--- src/rtl/core/sfd_pkg.sv ---
`timescale 1ns / 1ps
`default_nettype none
// ----------------------------------------------------------------------------
// sfd_pkg
// Types and constants shared by the startup frame deframer.
// ----------------------------------------------------------------------------
package sfd_pkg;

  localparam logic [8:0]  MAX_PAYLOAD = 9'd256;
  localparam logic [7:0]  MAGIC_BYTE  = 8'h3C;
  localparam logic [19:0] IDLE_MAX    = 20'hFFFFF;

  localparam logic [8:0]  MAX_LENGTH_RST   = 9'd256;
  localparam logic [19:0] IDLE_LIMIT_RST   = 20'd5000;
  localparam logic [19:0] FRAME_LIMIT_RST  = 20'd1000;
  localparam logic [7:0]  START_CODE_A_RST = 8'd1;
  localparam logic [7:0]  START_CODE_B_RST = 8'd22;

  typedef enum logic [1:0] {
    PH_MAGIC = 2'd0,
    PH_LEN0  = 2'd1,
    PH_LEN1  = 2'd2,
    PH_DATA  = 2'd3
  } phase_t;

  typedef enum logic [2:0] {
    ST_NONE    = 3'd0,
    ST_HDR     = 3'd1,
    ST_BYTE    = 3'd2,
    ST_ACCEPT  = 3'd3,
    ST_REJECT  = 3'd4,
    ST_MAGIC   = 3'd5,
    ST_LEN     = 3'd6,
    ST_TIMEOUT = 3'd7
  } status_t;

  typedef enum logic [2:0] {
    CFG_MAX_LENGTH   = 3'd0,
    CFG_IDLE_LIMIT   = 3'd1,
    CFG_FRAME_LIMIT  = 3'd2,
    CFG_START_CODE_A = 3'd3,
    CFG_START_CODE_B = 3'd4
  } cfg_reg_t;

  typedef enum logic {
    REQ_BYTE = 1'b0,
    REQ_TICK = 1'b1
  } req_t;

  typedef struct packed {
    logic [15:0] frame_length;
    logic [7:0]  payload_index;
    logic [7:0]  payload_byte;
    status_t     status;
  } result_t;

endpackage
`default_nettype wire

--- src/rtl/core/startup_frame_deframer_unit.sv ---
`timescale 1ns / 1ps
`default_nettype none
// ----------------------------------------------------------------------------
// startup_frame_deframer_unit
// Parses '<' + 16-bit little-endian length + payload; reports per item.
// ----------------------------------------------------------------------------
// One item (a byte or a time tick) is taken per clock while s_axis_tready is high
// and gives exactly one registered result; the parse state update is a single
// registered step. A two-entry output stage (result register plus skid register)
// lets a new item in while a result waits, so throughput is one item per cycle
// whenever the output side is taking transfers. Configuration is written through
// the cfg port, which is always ready, and must only change while idle.
module startup_frame_deframer_unit
  import sfd_pkg::*;
(
  input  wire logic        clk,
  input  wire logic        rst,
  input  wire logic        s_axis_tvalid,
  output logic             s_axis_tready,
  input  wire logic [7:0]  s_axis_tdata,   // [7:0] data_byte
  input  wire logic        s_axis_tuser,   // [0] req_type
  output logic             m_axis_tvalid,
  input  wire logic        m_axis_tready,
  // [7:0] payload_byte, [15:8] payload_index, [31:16] frame_length
  output logic [31:0]      m_axis_tdata,
  output logic [2:0]       m_axis_tuser,   // [2:0] status
  input  wire logic        cfg_valid,
  output logic             cfg_ready,
  input  wire logic [2:0]  cfg_index,
  input  wire logic [19:0] cfg_data
);

  logic [8:0]  max_length;
  logic [19:0] idle_limit;
  logic [19:0] frame_limit;
  logic [7:0]  start_code_a;
  logic [7:0]  start_code_b;

  phase_t      phase, phase_next;
  logic [15:0] length_value, length_value_next;
  logic [8:0]  byte_position, byte_position_next;
  logic [7:0]  first_payload, first_payload_next;
  logic [19:0] idle_ticks, idle_ticks_next;

  result_t res, out_res, skid_res;
  logic    out_valid, skid_valid;
  logic    s_accept;

  logic [19:0] ticks_inc;
  logic [19:0] limit;
  logic        timeout;
  logic [15:0] len_new;
  logic [8:0]  cap;
  logic        len_bad;
  logic [8:0]  pos_inc;
  logic        last_byte;
  logic [7:0]  cmd;
  logic [7:0]  b;

  assign cfg_ready     = 1'b1;
  assign s_axis_tready = !skid_valid;
  assign s_accept      = s_axis_tvalid && s_axis_tready;
  assign b             = s_axis_tdata;

  assign ticks_inc = (idle_ticks == IDLE_MAX) ? idle_ticks : idle_ticks + 20'd1;
  assign limit     = (phase == PH_MAGIC) ? idle_limit : frame_limit;
  assign timeout   = ticks_inc > limit;
  assign len_new   = {b, length_value[7:0]};
  assign cap       = (max_length > MAX_PAYLOAD) ? MAX_PAYLOAD : max_length;
  assign len_bad   = (len_new == 16'd0) || (len_new > {7'd0, cap});
  assign pos_inc   = byte_position + 9'd1;
  assign last_byte = {7'd0, pos_inc} >= length_value;
  assign cmd       = (byte_position == 9'd0) ? b : first_payload;

  // next state
  always_comb begin
    phase_next         = phase;
    length_value_next  = length_value;
    byte_position_next = byte_position;
    first_payload_next = first_payload;
    idle_ticks_next    = 20'd0;
    if (s_axis_tuser == REQ_TICK) begin
      idle_ticks_next = ticks_inc;
      if (timeout) begin
        phase_next         = PH_MAGIC;
        length_value_next  = 16'd0;
        byte_position_next = 9'd0;
        idle_ticks_next    = 20'd0;
      end
    end else begin
      case (phase)
        PH_MAGIC: begin
          if (b == MAGIC_BYTE) phase_next = PH_LEN0;
          else begin
            length_value_next  = 16'd0;
            byte_position_next = 9'd0;
          end
        end
        PH_LEN0: begin
          length_value_next = {8'd0, b};
          phase_next        = PH_LEN1;
        end
        PH_LEN1: begin
          byte_position_next = 9'd0;
          if (len_bad) begin
            phase_next        = PH_MAGIC;
            length_value_next = 16'd0;
          end else begin
            length_value_next = len_new;
            phase_next        = PH_DATA;
          end
        end
        default: begin
          if (byte_position == 9'd0) first_payload_next = b;
          byte_position_next = pos_inc;
          if (last_byte) begin
            phase_next         = PH_MAGIC;
            length_value_next  = 16'd0;
            byte_position_next = 9'd0;
          end
        end
      endcase
    end
  end

  // result
  always_comb begin
    res.status        = ST_NONE;
    res.payload_byte  = 8'd0;
    res.payload_index = 8'd0;
    res.frame_length  = length_value;
    if (s_axis_tuser == REQ_TICK) begin
      if (timeout) res.status = ST_TIMEOUT;
    end else begin
      case (phase)
        PH_MAGIC: begin
          if (b == MAGIC_BYTE) res.status = ST_HDR;
          else begin
            res.status       = ST_MAGIC;
            res.frame_length = 16'd0;
          end
        end
        PH_LEN0: begin
          res.status       = ST_HDR;
          res.frame_length = {8'd0, b};
        end
        PH_LEN1: begin
          res.status       = len_bad ? ST_LEN : ST_HDR;
          res.frame_length = len_new;
        end
        default: begin
          res.payload_byte  = b;
          res.payload_index = byte_position[7:0];
          if (!last_byte) res.status = ST_BYTE;
          else if (cmd == start_code_a || cmd == start_code_b) res.status = ST_ACCEPT;
          else res.status = ST_REJECT;
        end
      endcase
    end
  end

  always_ff @(posedge clk) begin
    if (rst) begin
      max_length   <= MAX_LENGTH_RST;
      idle_limit   <= IDLE_LIMIT_RST;
      frame_limit  <= FRAME_LIMIT_RST;
      start_code_a <= START_CODE_A_RST;
      start_code_b <= START_CODE_B_RST;
    end else if (cfg_valid && cfg_ready) begin
      case (cfg_index)
        CFG_MAX_LENGTH:   max_length   <= cfg_data[8:0];
        CFG_IDLE_LIMIT:   idle_limit   <= cfg_data;
        CFG_FRAME_LIMIT:  frame_limit  <= cfg_data;
        CFG_START_CODE_A: start_code_a <= cfg_data[7:0];
        CFG_START_CODE_B: start_code_b <= cfg_data[7:0];
        default: ;
      endcase
    end
  end

  always_ff @(posedge clk) begin
    if (rst) begin
      phase         <= PH_MAGIC;
      length_value  <= 16'd0;
      byte_position <= 9'd0;
      first_payload <= 8'd0;
      idle_ticks    <= 20'd0;
    end else if (s_accept) begin
      phase         <= phase_next;
      length_value  <= length_value_next;
      byte_position <= byte_position_next;
      first_payload <= first_payload_next;
      idle_ticks    <= idle_ticks_next;
    end
  end

  // result register and skid register
  always_ff @(posedge clk) begin
    if (rst) begin
      out_valid  <= 1'b0;
      skid_valid <= 1'b0;
    end else if (m_axis_tready || !out_valid) begin
      out_valid  <= skid_valid || s_accept;
      skid_valid <= 1'b0;
    end else if (s_accept) begin
      skid_valid <= 1'b1;
    end
  end

  always_ff @(posedge clk) begin
    if (m_axis_tready || !out_valid) begin
      out_res <= skid_valid ? skid_res : res;
    end else if (s_accept) begin
      skid_res <= res;
    end
  end

  assign m_axis_tvalid = out_valid;
  assign m_axis_tdata  = {out_res.frame_length, out_res.payload_index, out_res.payload_byte};
  assign m_axis_tuser  = out_res.status;

  a_skid_behind_out: assert property (@(posedge clk) disable iff (rst)
    skid_valid |-> out_valid)
    else $error("skid register holds a result while the output register is empty");

  a_pos_outside_frame: assert property (@(posedge clk) disable iff (rst)
    (phase != PH_DATA) |-> (byte_position == 9'd0))
    else $error("byte position not cleared outside payload");

  a_len_in_frame: assert property (@(posedge clk) disable iff (rst)
    (phase == PH_DATA) |-> (length_value != 16'd0 && length_value <= {7'd0, MAX_PAYLOAD}))
    else $error("payload phase with out-of-range length");

  a_pos_below_len: assert property (@(posedge clk) disable iff (rst)
    (phase == PH_DATA) |-> ({7'd0, byte_position} < length_value))
    else $error("byte position reached frame length without ending frame");

endmodule
`default_nettype wire
--- config.mk ---
export PLATFORM = sky130hd
export DESIGN_NAME = startup_frame_deframer_unit
export DESIGN_NICKNAME = d
export VERILOG_FILES = /design/src/rtl/core/sfd_pkg.sv /design/src/rtl/core/startup_frame_deframer_unit.sv
export SDC_FILE = /design/constraint.sdc
export NUM_CORES = 1
export LEC_CHECK = 0
export CORE_AREA = 4 4 134 136
export CTS_CLUSTER_SIZE = 10
export DETAILED_ROUTE_END_ITERATION = 10
export DIE_AREA = 0 0 138 140
export DONT_BUFFER_PORTS = 1
export GPL_TIMING_DRIVEN = 0
export PLACE_DENSITY = 0.84
export REMOVE_ABC_BUFFERS = 1
export SYNTH_ARGS = -nofsm -noshare
export SYNTH_HDL_FRONTEND = slang
export SYNTH_SLANG_ARGS = --single-unit
--- constraint.sdc ---
create_clock -name clk -period 4.2 [get_ports clk]
set_input_delay 1.05 -clock clk [delete_from_list [all_inputs] [get_ports clk]]
set_output_delay 1.05 -clock clk [all_outputs]
set_load 0.01 [all_outputs]
==> run metrics, run 1 <==
outcome=complete, but fails checks; failing checks=setup timing; first-pass GRT wire length=between 30000 and 40000 µm; RR Startpoint=idle_ticks[4]; worst slew pin tran=1.17 ns; setup TNS=-0.133 ns; DRT iter0 DRCs=541; Min Clock Period, post-route=4.24 ns; global route overflow=0; Avg Synthesized Cell Area=9.55 µm²; PD cells=358 mW/mm²; register-to-register setup slack=-0.04 ns; H-tree depth=4; DP HPWL=15200 µm; 1st-pass router iterations=5; combinational share of power=4.0%; main combinational cell family by area after synthesis=simple AND/OR/NAND/NOR gates; sw frac=25.3%; worst hold endpoint=idle_limit[18]; element type at the critical path end=register; Synth area leaders=dfxtp_1 (25%), edfxtp_1 (22%), nand2_1 (7.2%); root buffer cell=clkbuf_16; max-slew violation count=0; xor/xnor share of the synthesized area=2.99%; hold_sp=idle_limit[18]; DR vias=7557; Reg2Reg Depth=13; Synth top area share=25.3%; Peak Freq=236 MHz; hold buffers post-CTS=0; Synth Register Bits=192; WS Path Type=register to register; layout cells sized above 1=12.9%; Hold Fails Final Rpt=0; clock latency on the worst-skew pair=0.44 ns; top cells by count, synth=nand2_1 (185), dfxtp_1 (122), a21oi_1 (86), edfxtp_1 (70), nor2_1 (49); Pint=2.83 mW; mux cell area share after synthesis=7.44%; Worst setup SP type=register; initial core utilization=56.9%; final WL=23500 µm; Synth Area in Adders=5.32%; initial antenna violation count=0; Routed WL per cell=~19 µm; fillcell total=1349; Post-Synth Simple-Gate Area=19.7%; top-count cell post-synth=nand2_1; post-synth cell types=72; P_leak=approximately 4.2 nW; Die X-Extent=138 µm; DR DRC count=0; worst-path fanout max=11; Post-synth EDFFs=70; Clock Pin Slew Worst Setup and Hold Paths=0.08 ns; Placer Congestion=0.880; cell row count=48; worst hold path depth=2; core area=roughly 0.017 mm²; synth-to-layout area growth=9.80%; clk sinks=192; Worst VDD drop=roughly 0.00030 V; gr usage total=23.6%; Antenna Nets Post-Route=0; area leader, netlist=dfxtp_1; I/O pins=75; setup ws final=-0.0404 ns; Compound-Gate Fraction of Synth Area=13.6%; Reg power frac=between 50% and 60%; ant diodes=0; fin nets=1071; sequential area share after synthesis=47.2%; Yosys warnings=0; Via density=roughly 6.1; worst path required time=4.56 ns; Setup Skew=0.0146 ns; vias in the first global route=7147; die height=between 100 and 150 µm; final instance area=0.0106 mm²; Setup violations, final=6; max capacitance violation total=0; Post-synth top flop=dfxtp_1; Placed Instance Area=0.00970 mm²; Cell Area, Synth=0.00964 mm²; Hold Crit Class=register to register; Tcrit/Tclk final=101%; Net Switching=957 µW; Critical Path Source=idle_ticks[4]; largest net degree at the start of global routing=87; Clock Power Share=43.2%; utilization after layout=62.5%; Async S/R FF share, synth=0%; dpl ws=-0.666 ns; Arr. time, crit path=4.60 ns; number of port buffers=0; Rel. slew slack=21.7%; clock buffer count from CTS=17; TritonCTS clock tree=yes; WHS=0.451 ns; CTS max path bufs=2; worst r2r dst=idle_ticks[0]; Mapped Cells=1009; die area=0.0193 mm²
routing by layer:
metal | up-vias | global-route usage [%] | part of all wire [%]
met2 | 284 | 39.3 | 49
met3 | 46 | 4.81 | 6.6
met1 | 3639 | 30.9 | 42
met4 | 0 | 7.80 | 2.2
met5 | - | 0 | 0
li1 | 3588 | - | -
flip-flops by register name (all words and copies together) (netlist names):
signal         flops
first_payload      8
idle_limit        20
start_code_b       8
start_code_a       8
idle_ticks        20
m_axis_tuser       3
m_axis_tdata      32
max_length         9
byte_position      9
skid_valid         1
m_axis_tvalid      1
phase              2
length_value      16
frame_limit       20
skid_res          35
final cells by class:
class	count	area (µm²)	share of cell area [%]
clock buffer	17	425	4.02
clock inverter	15	184	1.74
tap	225	282	2.66
inverter	31	116	1.10
multi-input combinational	732	4880	46.1
sequential	192	4550	43.0
timing repair buffer	19	150	1.42
critical path, stage by stage, from the launching register on:
cell and delay, ns:
dfxtp_1 0.45, nand4_1 0.30, buf_4 0.25, nor4_4 0.32, nand3_1 0.13, mux2_2 0.33
ha_1 0.32, nand4_1 0.17, and4bb_1 0.32, and4_1 0.32, o41ai_4 0.16, nor3_2 0.71
a22oi_1 0.25, nor2_1 0.15
placed cells by master (no fill, tap or decap), types with 26 or more instances in the layout:
cell type,count
dfxtp_1,119
nand2_1,184
ha_1,41
a21oi_1,85
edfxtp_1,70
nand3_1,43
nor2_1,44
a22o_1,26
mux2i_1,30
mux2_2,37
inv_1,28
power groups by stage:
stage	clock network (mW)	logic [mW]	registers, mW
3_3_place_gp	0	0.134	2.04
5_1_grt	1.72	0.168	2.00
6_report	1.64	0.150	2.00
2_1_floorplan	0	0.107	2.03
4_1_cts	1.64	0.146	2.00
3_5_place_dp	0	0.140	2.04
worst max path at each step:
| stage | to | slack [ns] |
|---|---|---|
| finish | idle_ticks[0] | -0.04 |
| detailed placement | length_value[10] | -0.67 |
| global placement | length_value[11] | -1.38 |
| global route | idle_ticks[0] | -0.22 |
| floorplan | byte_position[2] | -0.11 |
| CTS | length_value[13] | 0.004 |
cell families (layout without fill, tap and decap cells):
family / after synthesis / after routing
other cells: 1 / 1
flops: 192 / 192
simple gates: 393 / 394
xor+xnor: 32 / 32
buf+inv: 86 / 82
fa+ha+maj: 41 / 41
compound gates: 197 / 197
mux: 67 / 67
what timing repair did:
item,CTS,global route
buffers inserted,4,14
gates resized for setup,12,13
cloned,0,1
endpoints found under the setup margin,52,52
pin swaps,3,8
per-stage QoR:
stage               power, mW  instances
finish                   3.78       1231
global route             3.89       1231
CTS                      3.79       1216
detailed placement       2.18       1180
floorplan                2.14        954
global placement         2.17       1179
(Power assumes the default switching activity.)
==> inputs of run 2 (changes only) <==
--- a/config.mk
+++ b/config.mk
@@ -5,14 +5,18 @@
 export SDC_FILE = /design/constraint.sdc
 export NUM_CORES = 1
 export LEC_CHECK = 0
-export CORE_AREA = 4 4 134 136
+export CELL_PAD_IN_SITES_DETAIL_PLACEMENT = 0
+export CELL_PAD_IN_SITES_GLOBAL_PLACEMENT = 2
+export CORE_AREA = 4 4 167 169
 export CTS_CLUSTER_SIZE = 10
 export DETAILED_ROUTE_END_ITERATION = 10
-export DIE_AREA = 0 0 138 140
+export DIE_AREA = 0 0 171 173
 export DONT_BUFFER_PORTS = 1
+export GPL_ROUTABILITY_DRIVEN = 0
 export GPL_TIMING_DRIVEN = 0
-export PLACE_DENSITY = 0.84
+export PLACE_DENSITY = 0.83
 export REMOVE_ABC_BUFFERS = 1
+export SLEW_MARGIN = 5
 export SYNTH_ARGS = -nofsm -noshare
 export SYNTH_HDL_FRONTEND = slang
 export SYNTH_SLANG_ARGS = --single-unit
==> run metrics, run 2 (same netlist as run 1, synthesis figures left out) <==
number of port buffers=0 (unchanged); element type at the critical path end=register; first-pass GRT wire length=39200 µm (+5.6%); die height=173 µm (+24%); max capacitance violation total=0 (unchanged); Clock Pin Slew Worst Setup and Hold Paths=0.08 ns (about the same); CTS max path bufs=2 (unchanged); Min Clock Period, post-route=4.00 ns (-0.240 ns); vias in the first global route=6857 (-4.1%); most common cell after layout, fill and taps aside=nand2_1; Arr. time, crit path=4.36 ns (-0.24 ns); TritonCTS clock tree=yes; root buffer cell=clkbuf_16; max-slew violation count=0 (unchanged); Worst VDD drop=0.000256 V (-15%); initial antenna violation count=0 (unchanged); GR peak layer=met2; grt met1 use=24.3% (-6.7 points); worst path required time=4.56 ns (about the same); initial core utilization=36.3% (-21 points); sequential cell area=0.00455 mm² (+0.14%); Worst setup SP type=register; commonest non-fill, non-tap cells in the layout=nand2_1 (184), dfxtp_1 (116), a21oi_1 (85), edfxtp_1 (70); Hold Crit Class=register to register; area of the multi-input gates=0.00490 mm² (+0.46%); worst slew pin tran=1.25 ns (+0.0820 ns); layout cells sized above 1=13.8% (+0.87 points); DR vias=7227 (-4.4%); clock latency on the worst-skew pair=0.44 ns (about the same); Routed WL per cell=18.2 µm (-4.4%); DRT iter0 DRCs=484 (-11%); DR DRC count=0 (unchanged); Setup violations, final=0 (-6); ant diodes=0 (unchanged); Setup Skew=0.0195 ns (+0.00482 ns); largest net degree at the start of global routing=87 (unchanged); clock buffer count from CTS=17 (unchanged); Rel. slew slack=16.3% (-5.5 points); gr usage total=16.5% (-7.0 points); GRT met3 Usage=3.57% (-1.2 points); Tcrit/Tclk final=95.2% (-5.7 points); Antenna Nets Post-Route=0 (unchanged); I/O pins=75 (unchanged); die area=0.0296 mm² (+53%); RR Startpoint=idle_ticks[11]; hold buffers post-CTS=0 (unchanged); fin nets=1073 (+0.19%); 1st-pass router iterations=5 (unchanged); H-tree depth=4 (unchanged); fillcell total=2656 (+97%); core area=0.0266 mm² (+57%); final WL=24600 µm (+4.7%); total power=3.92 mW (+3.7%); Peak Freq=250 MHz (+6.0%); hold_sp=idle_limit[0]; Hold Fails Final Rpt=0 (unchanged); Die X-Extent=171 µm (+24%); RSZ-0062 raised after global routing=no; DP HPWL=16900 µm (+11%); met2 Usage GRT=24.5% (-15 points); Critical Path Source=idle_ticks[11]; final instance area=0.0108 mm² (+2.5%); global route overflow=0 (unchanged); synth-to-layout area growth=12.5%; cell row count=60 (+25%); Reg with most FFs=skid_res; Via density=5.36 (-13%); Placed Instance Area=0.00991 mm² (+2.2%); outcome=finished, final reports clean; PD cells=362 mW/mm² (+1.1%); max reg flops=35 (unchanged); P_leak=4.24 nW (+0.62%); worst-path fanout max=6 (-5); WS Path Type=register to register; WHS=0.451 ns (-0.000143 ns); clk sinks=192 (unchanged)
[run 2: changes by cell type in the layout (fill, tap and decap cells not counted), moves of 2 or more]
cell      delta
buf_12       +2
clkinv_4     -3
dfxtp_1      -3
dfxtp_2      +2
inv_12       +3
inv_16       +3
inv_8        -3
or2_2        -2
or2_4        +2
[run 2: worst paths after layout]
kind                    to  slack (ns)  cells past startpoint
max          idle_ticks[4]        0.20                     14
min          idle_limit[0]        0.45                      2
max reg2reg  idle_ticks[4]        0.20                     14
min reg2reg  idle_limit[0]        0.45                      2
[run 2: critical path, cell delays in order, from the launching register on]
cell and delay, ns:
dfxtp_2 0.40, nand4_1 0.21, or2_4 0.34, nor4_4 0.33
nand3_1 0.12, mux2_2 0.32, ha_1 0.32, nand4_1 0.13
and4bb_1 0.29, and4_2 0.30, o41ai_4 0.09, buf_4 0.17
or2_4 0.30, or4_1 0.47, a31oi_1 0.13
[run 2: layout make-up]
class                      instances  share of cell area (%)
sequential                       192                    42.0
tap                              341                    3.93
clock inverter                    15                    2.08
clock buffer                      17                    3.92
inverter                          31                    1.07
timing repair buffer              21                    1.82
multi-input combinational        732                    45.2
[run 2: what timing repair did]
action                     in CTS  in global routing
pin swaps                       4                  6
cloned                          1                  0
setup buffers                   8                  9
setup endpoints to repair      53                 44
gates resized for setup        21                 13
[run 2: metal layers]
layer	vias to the layer above	routed length (µm)
met5	-	0
met4	0	344
met3	22	1260
met1	3445	12200
met2	162	10800
li1	3598	-
[run 2: per-stage QoR]
stage                     instances  TNS, ns  setup WS, ns  utilization (%)
final                          1349        0         0.200             40.8
after global routing           1349        0     0.0000813             40.8
after CTS                      1340  -0.0171       -0.0124             40.4
after detailed placement       1299   -40.76         -1.11             37.3
after global placement         1295  -115.99         -1.74             36.9
after floorplan                 954    -1.14        -0.113                -
[run 2: where the power goes]
group	internal, mW	switching (mW)	total (mW)
Sequential	1.96	0.0316	2.00
Combinational	0.0608	0.101	0.162
Clock	0.849	0.917	1.77
Total	2.87	1.05	3.92
==> inputs of run 3 (changes only) <==
--- a/config.mk
+++ b/config.mk
@@ -5,12 +5,13 @@
 export SDC_FILE = /design/constraint.sdc
 export NUM_CORES = 1
 export LEC_CHECK = 0
-export CELL_PAD_IN_SITES_DETAIL_PLACEMENT = 0
-export CELL_PAD_IN_SITES_GLOBAL_PLACEMENT = 2
-export CORE_AREA = 4 4 167 169
+export ABC_AREA = 1
+export CELL_PAD_IN_SITES_DETAIL_PLACEMENT = 1
+export CELL_PAD_IN_SITES_GLOBAL_PLACEMENT = 1
+export CORE_AREA = 4 4 161 163
 export CTS_CLUSTER_SIZE = 10
 export DETAILED_ROUTE_END_ITERATION = 10
-export DIE_AREA = 0 0 171 173
+export DIE_AREA = 0 0 165 167
 export DONT_BUFFER_PORTS = 1
 export GPL_ROUTABILITY_DRIVEN = 0
 export GPL_TIMING_DRIVEN = 0
==> run metrics, run 3 <==
outcome=finished, final reports clean; Async S/R FF share, synth=0% (unchanged); commonest non-fill, non-tap cells in the layout=nand2_1 (352), nor2_1 (174), dfxtp_1 (121), inv_1 (107), o21ai_0 (87); Setup violations, final=0 (unchanged); ant diodes=0 (unchanged); worst hold endpoint=frame_limit[7]; Cell Area, Synth=0.0104 mm² (+7.4%); clock buffer count from CTS=17 (unchanged); CTS max path bufs=2 (unchanged); max capacitance violation total=0 (unchanged); global route overflow=0 (unchanged); xor/xnor share of the synthesized area=1.35% (-1.6 points); RR Startpoint=idle_ticks[0]; Worst setup SP type=register; hold_sp=frame_limit[7]; Die X-Extent=165 µm (-3.5%); P_leak=4.90 nW (+16%); Peak Freq=259 MHz (+3.5%); post-synth cell types=47 (-35%); WS Path Type=register to register; synth-to-layout area growth=7.37%; die height=167 µm (-3.5%); PostCTS Resize Cnt=1 (-95%); DR DRC count=0 (unchanged); Setup Skew=0.0130 ns (-0.00642 ns); Min Clock Period, post-route=3.87 ns (-0.135 ns); Synth area leaders=dfxtp_1 (24%), edfxtp_1 (20%), nand2_1 (13%); worst path required time=4.58 ns (+0.02 ns); Synth top area share=23.6% (-1.7 points); final WL=29200 µm (+19%); Via density=5.40 (+0.73%); Routed WL per cell=17.7 µm (-2.8%); clock latency on the worst-skew pair=0.45 ns (about the same); mux cell area share after synthesis=1.84% (-5.6 points); cell row count=57 (-5.0%); area of the multi-input gates=0.00509 mm² (+3.8%); Compound-Gate Fraction of Synth Area=10.3% (-3.3 points); DRT iter0 DRCs=722 (+49%); Clock Pin Slew Worst Setup and Hold Paths=0.08 ns (about the same); max-slew violation count=0 (unchanged); hold buffers post-CTS=0 (unchanged); worst-path fanout max=20 (+14); Rel. slew slack=32.2% (+16 points); Post-synth top flop=dfxtp_1; initial antenna violation count=0 (unchanged); DR vias=8904 (+23%); Arr. time, crit path=4.24 ns (-0.12 ns); Synth Area in Adders=4.96% (-0.37 points); Reg with most FFs=skid_res; sequential cell area=0.00455 mm² (-0.19%); main combinational cell family by area after synthesis=simple AND/OR/NAND/NOR gates; Tcrit/Tclk final=92.0% (-3.2 points); Post CTS Setup Buffer Count=0 (-8); utilization after layout=45.7% (+4.9 points); Reg2Reg Depth=20 (+6); vias in the first global route=9103 (+33%); number of port buffers=0 (unchanged); DP HPWL=20800 µm (+23%); Hold Crit Class=register to register; top-count cell post-synth=nand2_1; die area=0.0276 mm² (-6.9%); sequential area share after synthesis=43.9% (-3.2 points); gr usage total=21.6% (+5.1 points); fin nets=1391 (+30%); PD cells=367 mW/mm² (+1.4%); placed insts=1618 (+25%); Mapped Cells=1345 (+33%); worst slew pin tran=1.02 ns (-0.238 ns); Synth Register Bits=192 (unchanged); Post-Layout Cell Count=1650 (+22%); largest net degree at the start of global routing=86 (-1.1%); Worst VDD drop=0.000217 V (-15%); I/O pins=75 (unchanged); H-tree depth=4 (unchanged); 1st-pass router iterations=5 (unchanged); register-to-register setup slack=0.33 ns (+0.14 ns); layout cells sized above 1=8.67% (-5.1 points); first-pass GRT wire length=47700 µm (+22%); element type at the critical path end=register; core area=0.0243 mm² (-8.5%); worst hold path depth=2 (unchanged); clk sinks=192 (unchanged); worst r2r dst=idle_ticks[5]; TritonCTS clock tree=yes; RSZ-0062 raised after global routing=no; fillcell total=3012 (+13%); initial core utilization=42.6% (+6.3 points); most common cell after layout, fill and taps aside=nand2_1; Yosys warnings=0 (unchanged); area leader, netlist=dfxtp_1; root buffer cell=clkbuf_16; Post-synth EDFFs=70 (unchanged); Post-Synth Simple-Gate Area=30.4% (+11 points); Antenna Nets Post-Route=0 (unchanged); max reg flops=35 (unchanged); Hold Fails Final Rpt=0 (unchanged); Avg Synthesized Cell Area=7.70 µm² (-19%); top cells by count, synth=nand2_1 (352), nor2_1 (176), dfxtp_1 (122), inv_1 (110), o21ai_0 (87)
-- run 3: changes by cell type after synthesis, moves of 17 or more --
cell / delta
a22o_1: -26
and2_1: -24
inv_1: +81
mux2_2: -37
nand2_1: +167
nand2_2: +20
nand3_1: +26
nor2_1: +127
o21ai_0: +66
xnor2_1: -17
-- run 3: worst max-delay path by stage --
stage	slack, ns	from	endpoint
final	0.33	idle_ticks[0]	idle_ticks[5]
after global routing	0.02	idle_ticks[0]	idle_ticks[10]
after floorplan	0.52	s_axis_tvalid	skid_res[0]
after detailed placement	0.06	idle_ticks[0]	idle_ticks[5]
after CTS	0.30	idle_ticks[0]	idle_ticks[5]
after global placement	-0.75	s_axis_tvalid	skid_res[13]
-- run 3: logic make-up (layout without fill, tap and decap cells) --
family | after synthesis | count (layout)
flops | 192 | 192
xor+xnor | 16 | 16
mux | 19 | 19
fa+ha+maj | 41 | 41
simple gates | 703 | 703
buf+inv | 176 | 157
compound gates | 197 | 197
other cells | 1 | 1
-- run 3: metrics by stage --
step,hold WS (ns),cell area (µm²),setup slack (ns),power (mW),TNS [ns]
after floorplan,0.428,10100,0.518,2.38,0
after global placement,0.437,10500,-0.749,2.47,-28.59
after detailed placement,0.444,10500,0.0634,2.50,0
after CTS,0.464,11100,0.299,4.10,0
after global routing,0.490,11100,0.0158,4.24,0
final,0.460,11100,0.335,4.08,0
-- run 3: cell type report --
| class | instances | share of cell area, % |
|---|---|---|
| clock buffers | 17 | 3.83 |
| clock inverters | 15 | 1.41 |
| inverters | 123 | 4.18 |
| multi-input cells | 977 | 45.8 |
| flip-flops and latches | 192 | 40.9 |
| well taps | 324 | 3.65 |
| repair buffers | 2 | 0.281 |
-- run 3: worst max-delay path, stage by stage, from the launching register on --
cell and delay (ns):
dfxtp_1 0.44, ha_1 0.23, inv_1 0.10, nor3_2 0.17
nand2_1 0.14, nor2_2 0.13, nand2_2 0.11, nor2_4 0.13
nand2_4 0.19, nand3_1 0.20, ha_1 0.21, nand2_1 0.09
nor2_2 0.12, nand2_1 0.07, nor3_2 0.23, nand4_1 0.23
nand2_2 0.15, nand2_4 0.13, nor2_4 0.42, nand2_1 0.14
a21oi_2 0.16
-- run 3: power by group --
part	switching, mW	internal [mW]	total [mW]
clock	0.828	0.791	1.62
combinational	0.287	0.125	0.412
sequential	0.0548	1.99	2.05
-- run 3: per-layer routing --
metal | GRT usage [%] | share of wire (%)
met5 | 0 | 0
met4 | 7.20 | 2.7
met3 | 3.98 | 4.1
met2 | 35.8 | 48
met1 | 28.3 | 45
